===== config.mk =====
export PLATFORM = sky130hd
export DESIGN_NAME = xor_key_base64_encoder
export DESIGN_NICKNAME = d
export VERILOG_FILES = /design/src/hdl/xkb64_pkg.sv /design/src/hdl/xor_key_base64_encoder.sv
export SDC_FILE = /design/constraint.sdc
export NUM_CORES = 1
export LEC_CHECK = 0
export BUFFER_PORTS_ARGS = -buffer_cell sky130_fd_sc_hd__buf_2
export CAP_MARGIN = 15
export CORE_MARGIN = 2
export CORE_UTILIZATION = 40
export DETAILED_ROUTE_END_ITERATION = 16
export HOLD_SLACK_MARGIN = 0.1
export SYNTH_ARGS = -nofsm -noshare
export SYNTH_HDL_FRONTEND = slang
export SYNTH_SLANG_ARGS = --single-unit

===== constraint.sdc =====
create_clock -name clk -period 11.95 [get_ports clk]
set_clock_uncertainty 0.05 [all_clocks]
set_input_delay 0.5975 -clock clk [delete_from_list [all_inputs] [get_ports clk]]
set_output_delay 0.5975 -clock clk [all_outputs]
set_load 0.01 [all_outputs]

===== src/hdl/xkb64_pkg.sv =====
`default_nettype none

package xkb64_pkg;

  localparam int MAX_KEY_LENGTH = 8;
  localparam int KEY_POS_W      = $clog2(MAX_KEY_LENGTH);

  localparam logic [63:0] KEY_BYTES_RESET  = 64'h0000_006F_6C6C_6568;
  localparam logic [3:0]  KEY_LENGTH_RESET = 4'd5;

  localparam logic [7:0] PAD_CHAR = 8'h3D;

  // configuration register indexes
  localparam logic CFG_KEY_BYTES  = 1'b0;
  localparam logic CFG_KEY_LENGTH = 1'b1;

  typedef logic [7:0] char_t;

  // standard base64 alphabet lookup
  function automatic char_t b64_char(input logic [5:0] v);
    char_t c;
    if (v < 6'd26) begin
      c = 8'h41 + {2'b00, v};
    end else if (v < 6'd52) begin
      c = 8'h61 + {2'b00, v} - 8'd26;
    end else if (v < 6'd62) begin
      c = 8'h30 + {2'b00, v} - 8'd52;
    end else if (v == 6'd62) begin
      c = 8'h2B;
    end else begin
      c = 8'h2F;
    end
    return c;
  endfunction

endpackage

`default_nettype wire


===== src/hdl/xor_key_base64_encoder.sv =====
`default_nettype none
// a byte's first character appears on the output in the cycle after the byte is accepted
// throughput: one character transfer per cycle while out_stall is low; a byte yields one to four
//   characters (four thirds on average, four on a last byte in phase zero), a rate
//   set by the single-character output port draining a four-entry character register
// reset (rst, synchronous): key and key length return to "hello" / 5, message state clears,
//   the character register empties

module xor_key_base64_encoder (
  input  wire logic        clk,
  input  wire logic        rst,
  // configuration writes
  input  wire logic        cfg_write,
  input  wire logic        cfg_index,
  input  wire logic [63:0] cfg_data,
  // byte input channel
  input  wire logic        in_valid,
  output logic             in_stall,
  input  wire logic [7:0]  data_byte,
  input  wire logic        last_byte,
  // character output channel
  output logic             out_valid,
  input  wire logic        out_stall,
  output logic [7:0]       out_char,
  output logic             last_char
);

  localparam int PW = xkb64_pkg::KEY_POS_W;

  // configuration registers
  logic [63:0] key_bytes;
  logic [3:0]  key_length;

  // message state
  logic [PW-1:0] key_position;
  logic [1:0]    group_phase;
  logic [3:0]    carry_bits;

  // pending characters, chars[0] is the one on the output
  xkb64_pkg::char_t chars [4];
  logic [2:0]       cnt;
  logic             msg_last;

  logic in_xfer, out_xfer;

  assign out_valid = (cnt != 3'd0);
  assign out_char  = chars[0];
  // only the final pending character of a message-ending byte carries the flag
  assign last_char = msg_last && (cnt == 3'd1);
  assign out_xfer  = out_valid && !out_stall;

  // take a new byte once the pending characters are gone or the last one leaves now
  assign in_stall = !((cnt == 3'd0) || ((cnt == 3'd1) && out_xfer));
  assign in_xfer  = in_valid && !in_stall;

  // key selection and xor
  logic [3:0]    len_eff;
  logic [3:0]    pos_cur;
  logic [3:0]    pos_inc;
  logic [PW-1:0] key_position_next;
  logic [7:0]    key_byte;
  logic [7:0]    b;

  always_comb begin
    len_eff = (key_length > 4'(xkb64_pkg::MAX_KEY_LENGTH)) ?
              4'(xkb64_pkg::MAX_KEY_LENGTH) : key_length;
    pos_cur = {{(4-PW){1'b0}}, key_position};
    // out-of-range position after a length change falls back to key byte zero
    if (pos_cur >= len_eff) begin
      pos_cur = 4'd0;
    end
    pos_inc = pos_cur + 4'd1;
    if (pos_inc >= len_eff) begin
      pos_inc = 4'd0;
    end
    key_byte = key_bytes[8*pos_cur[PW-1:0] +: 8];
    if (len_eff == 4'd0) begin
      b                 = data_byte;
      key_position_next = key_position;
    end else begin
      b                 = data_byte ^ key_byte;
      key_position_next = pos_inc[PW-1:0];
    end
  end

  // base64 packing
  xkb64_pkg::char_t c_next [4];
  logic [2:0] cnt_next;
  logic [1:0] group_phase_next;
  logic [3:0] carry_bits_next;

  always_comb begin
    c_next[0]        = xkb64_pkg::PAD_CHAR;
    c_next[1]        = xkb64_pkg::PAD_CHAR;
    c_next[2]        = xkb64_pkg::PAD_CHAR;
    c_next[3]        = xkb64_pkg::PAD_CHAR;
    cnt_next         = 3'd1;
    group_phase_next = 2'd0;
    carry_bits_next  = 4'd0;
    case (group_phase)
      2'd1: begin
        c_next[0]        = xkb64_pkg::b64_char({carry_bits[1:0], b[7:4]});
        carry_bits_next  = b[3:0];
        group_phase_next = 2'd2;
        if (last_byte) begin
          c_next[1] = xkb64_pkg::b64_char({b[3:0], 2'b00});
          cnt_next  = 3'd3;
        end
      end
      2'd2: begin
        c_next[0] = xkb64_pkg::b64_char({carry_bits, b[7:6]});
        c_next[1] = xkb64_pkg::b64_char(b[5:0]);
        cnt_next  = 3'd2;
      end
      default: begin
        c_next[0]        = xkb64_pkg::b64_char(b[7:2]);
        carry_bits_next  = {2'b00, b[1:0]};
        group_phase_next = 2'd1;
        if (last_byte) begin
          c_next[1] = xkb64_pkg::b64_char({b[1:0], 4'b0000});
          cnt_next  = 3'd4;
        end
      end
    endcase
    // a message end restarts the group and the key
    if (last_byte) begin
      group_phase_next = 2'd0;
      carry_bits_next  = 4'd0;
    end
  end

  always_ff @(posedge clk) begin
    if (rst) begin
      key_bytes    <= xkb64_pkg::KEY_BYTES_RESET;
      key_length   <= xkb64_pkg::KEY_LENGTH_RESET;
      key_position <= '0;
      group_phase  <= 2'd0;
      carry_bits   <= 4'd0;
      cnt          <= 3'd0;
      msg_last     <= 1'b0;
    end else begin
      if (cfg_write) begin
        case (cfg_index)
          xkb64_pkg::CFG_KEY_BYTES:  key_bytes  <= cfg_data;
          xkb64_pkg::CFG_KEY_LENGTH: key_length <= cfg_data[3:0];
          default: ;
        endcase
      end
      if (in_xfer) begin
        key_position <= last_byte ? '0 : key_position_next;
        group_phase  <= group_phase_next;
        carry_bits   <= carry_bits_next;
        cnt          <= cnt_next;
        msg_last     <= last_byte;
      end else if (out_xfer) begin
        cnt <= cnt - 3'd1;
      end
    end
  end

  // character register: load on a byte transfer, shift down on a character transfer
  always_ff @(posedge clk) begin
    if (in_xfer) begin
      chars <= c_next;
    end else if (out_xfer) begin
      chars[0] <= chars[1];
      chars[1] <= chars[2];
      chars[2] <= chars[3];
    end
  end

`ifndef SYNTHESIS
  a_cnt_range: assert property (@(posedge clk) disable iff (rst) cnt <= 3'd4)
    else $error("pending character count out of range");

  a_phase_range: assert property (@(posedge clk) disable iff (rst) group_phase != 2'd3)
    else $error("group phase reached three");

  a_msg_restart: assert property (@(posedge clk) disable iff (rst)
    in_xfer && last_byte |=> group_phase == 2'd0 && carry_bits == 4'd0 && key_position == '0)
    else $error("message state not cleared after last byte");

  a_last_pad: assert property (@(posedge clk) disable iff (rst)
    out_valid && last_char && $past(in_xfer) && $past(group_phase) != 2'd2
      |-> out_char == xkb64_pkg::PAD_CHAR)
    else $error("padded group does not end in pad character");
`endif

endmodule

`default_nettype wire


==> results.ini <==
[worst_setup_path]
worstSetupStartpointType = register
reg2reg_slack_ns = 6.59
critPathSlowestCell = a21oi_1
r2r-start = key_position[0]
crit_arrival_ns = 5.40
cp-end-kind = register
rr_endpoint = chars[19]
crit_type = reg2reg
worst-path-buf-inv = 4
r2r_cells = 15
crit_path_cell_trace = buf_4 -> inv_1 -> ha_1 -> or3b_4 -> a31oi_4 -> o21ai_0 -> a221oi_1 -> xnor2_1 -> buf_4 -> inv_1 -> ha_1 -> a41o_1 -> a21oi_1 -> a2111oi_0 -> or4_1
crit_family = compound AO/OA/AOI/OAI gates
critical_path.max_stage_delay_ns = 0.69
crit_fanout = 28
cp.required_ns = 11.99

[synth]
syn_inst = 845
synth.largest_area_cell = dfxtp_1
ys_warn_count = 0
avgSynthCellArea_um2 = 7.91
yosys_register_bits = 97
synth.distinct_cells = 89
yosys-top-cells-area = dfxtp_1 (24%), nand2_1 (9.8%), edfxtp_1 (7.2%)
synth_nets = 952
yosys.area.top_type_share_pct = 24.3
synth-async-reset-ratio_pct = 0
syn_area_um2 = 6680
yosysSeqAreaShare_pct = 31.5
synth_edf_count = 16
synth-main-ff-cell = dfxtp_1

[power]
switchingPower_uw = 454
seq_power_share_pct = 33.7
p_int_uw = 749
design_power_total_uw = 1200
p_per_area_nw_per_um2 = 160
p_leak_uw = 0.00288
clkPwrFrac_pct = 27.7
switching_share_pct = 37.7
peakVddDrop_mv = 0.132
combPwrFrac_pct = 38.7

[sta]
hold_violations = 0
grt_setup_unrepaired = false
drv_slew = 0
min_period_ns = 5.36
max_slew_margin_pct = 36.3
setup-tns-final_ns = 0
max_freq_mhz = 187
worst_pin_slew_ns = 0.953
setup_viol = 0
fin_crit_sh_pct = 44.8

[cts]
clkTransAtPathRegs_ns = 0.07
clockBufferDepth = 2
post_cts_buffers = 0
clk_latency_ns = 0.36
postCtsHoldBufs = 0
cts_made_buffers = 9
cts.sinks = 97
cts_resized = 0
cts_root_buf = clkbuf_16
cts_tree = yes
h-tree-depth = 3

[detailed_routing]
drt-pass1-iter-count = 5
ant_nets = 0
drc = 0
wire_per_inst_um = 17.2
wirelength_um = 19200
vias_per_cell = 5.61
dr.first_iter.drc_count = 547
vias = 6263

[global_routing]
grt.total_usage_pct = 21.8
gr-total-overflow = 0
grt_pass1_vias = 5849
grt_pass1_wl_um = 30900
grt_max_degree = 82
antenna_found_initial = 0

[place]
gp_congestion = 0.888
dp_hpwl_um = 14000
portBuffers = 89

[die]
die_h_um = 133
pin_count = 90
initial_core_util_pct = 40.6
dieArea_um2 = 17800
die_x_um = 133
core_um2 = 16500
rows = 47

[worst_hold_path]
hold_depth = 3
whs_endpoint = key_bytes[21]
hold_class = in2reg
min_from = cfg_data[21]

[final_layout]
drive_above_1_share_pct = 18.2
n_antenna_cell = 0
fill_cells = 1699
nets = 998
seqCellArea_um2 = 2100
multi_input_area_um2 = 4190
area_growth_pct = 12.8

[status]
outcome = finished clean

[run]
cap_violations = 0

-- cell usage after synthesis (3+ instances only) --
library cell  number
a211o_1            4
a211oi_1          11
a21o_1             5
a21oi_1           95
a221o_1            3
a221oi_1           3
a22o_1             3
a22oi_1            7
a31oi_1           12
and2_1             4
and3_1             9
buf_2             10
buf_4             11
clkbuf_1          43
dfxtp_1           81
edfxtp_1          16
ha_1              28
inv_1             20
inv_2              3
mux2_2             9
mux2i_1           16
nand2_1          174
nand2b_1          12
nand3_1           18
nand3b_1          24
nand4_1            6
nor2_1            38
nor2b_1           13
nor3_1            11
nor4_1             6
o211ai_1          14
o21a_1             4
o21ai_0           25
o221ai_1           6
o22ai_1            5
o2bb2ai_1          3
o31ai_1            8
o41ai_1            3
or2_2              3
or3_1              3
or4_1              4
xnor2_1           15
-- registers in the layout, summed over array words and instances (netlist names) --
| register | cells |
|---|---|
| key_bytes | 64 |
| key_position | 3 |
| out_char | 8 |
| cnt | 3 |
| chars | 8 |
| group_phase | 2 |
| carry_bits | 4 |
| msg_last | 1 |
| key_length | 4 |
-- metal layers --
layer  vias to the layer above  GRT usage (%)  routed length [µm]
met3                        35           5.10                 950
met2                       201           37.0                9100
li1                       3130              -                   -
met4                         0           5.79                 464
met1                      2897           28.1                8650
met5                         -              0                   0
-- per-stage QoR --
stage	hold slack (ns)	setup WS (ns)	area [µm²]	cells	utilization, %
after global routing	0.402	6.23	7530	1116	45.7
after global placement	0.392	6.81	7190	1100	43.7
after CTS	0.386	6.69	7530	1116	45.7
final	0.397	6.59	7530	1116	45.7
after detailed placement	0.395	6.73	7190	1100	43.7
after floorplan	0.381	7.56	6680	845	-
-- kinds of logic after synthesis --
kind of cell,count (synthesis),share of synthesized area (%)
buffers and inverters,90,5.97
AND/OR/NAND/NOR,341,24.9
AO/OA/AOI/OAI,244,25.0
adder cells (fa/ha/maj),29,5.41
multiplexers,27,4.59
XOR/XNOR,17,2.62
flip-flops,97,31.5
-- worst reg2reg max path: stages (launching register included) --
cell and delay (ns):
dfxtp_1 0.31, buf_4 0.35, inv_1 0.18, ha_1 0.37, or3b_4 0.42, a31oi_4 0.31
o21ai_0 0.14, a221oi_1 0.43, xnor2_1 0.17, buf_4 0.23, inv_1 0.15, ha_1 0.38
a41o_1 0.28, a21oi_1 0.69, a2111oi_0 0.12, or4_1 0.51
-- final cells by class --
type                            count  area share, %
Inverter                           25           1.25
Sequential cell                    97           27.9
Clock buffer                        9           2.99
Tap cell                          220           3.65
Multi-Input combinational cell    658           55.6
Clock inverter                      7           1.58
Timing Repair Buffer              100           7.01
-- power by group through the flow --
| stage | Combinational, µW | Sequential (µW) | Clock (µW) |
|---|---|---|---|
| floorplan | 363 | 404 | 0 |
| global placement | 464 | 414 | 0 |
| detailed placement | 460 | 414 | 0 |
| CTS | 463 | 406 | 339 |
| global route | 517 | 411 | 352 |
| finish | 466 | 405 | 333 |
-- cells in the final DEF, fill, tap and decap left out, types with 12 or more instances in the layout --
master | synthesis | final
nand3_1 | 18 | 18
xnor2_1 | 15 | 15
ha_1 | 28 | 28
a21oi_1 | 95 | 95
nor2_1 | 38 | 38
o21ai_0 | 25 | 25
dfxtp_1 | 81 | 81
inv_1 | 20 | 20
edfxtp_1 | 16 | 16
buf_2 | 10 | 89
o211ai_1 | 14 | 14
mux2i_1 | 16 | 16
nand2_1 | 174 | 174
a31oi_1 | 12 | 12
nor2b_1 | 13 | 12
nand3b_1 | 24 | 24
-- how the worst max path moves through the flow --
stage | startpoint | to | slack, ns | cells after the start
floorplan | key_position[0] | chars[19] | 7.56 | 19
global placement | key_position[0] | chars[19] | 6.81 | 15
detailed placement | key_position[0] | chars[19] | 6.73 | 15
CTS | key_position[0] | chars[19] | 6.69 | 15
global route | key_position[0] | chars[19] | 6.23 | 15
finish | key_position[0] | chars[19] | 6.59 | 15
No activity file was read; power rests on OpenSTA's default activity.
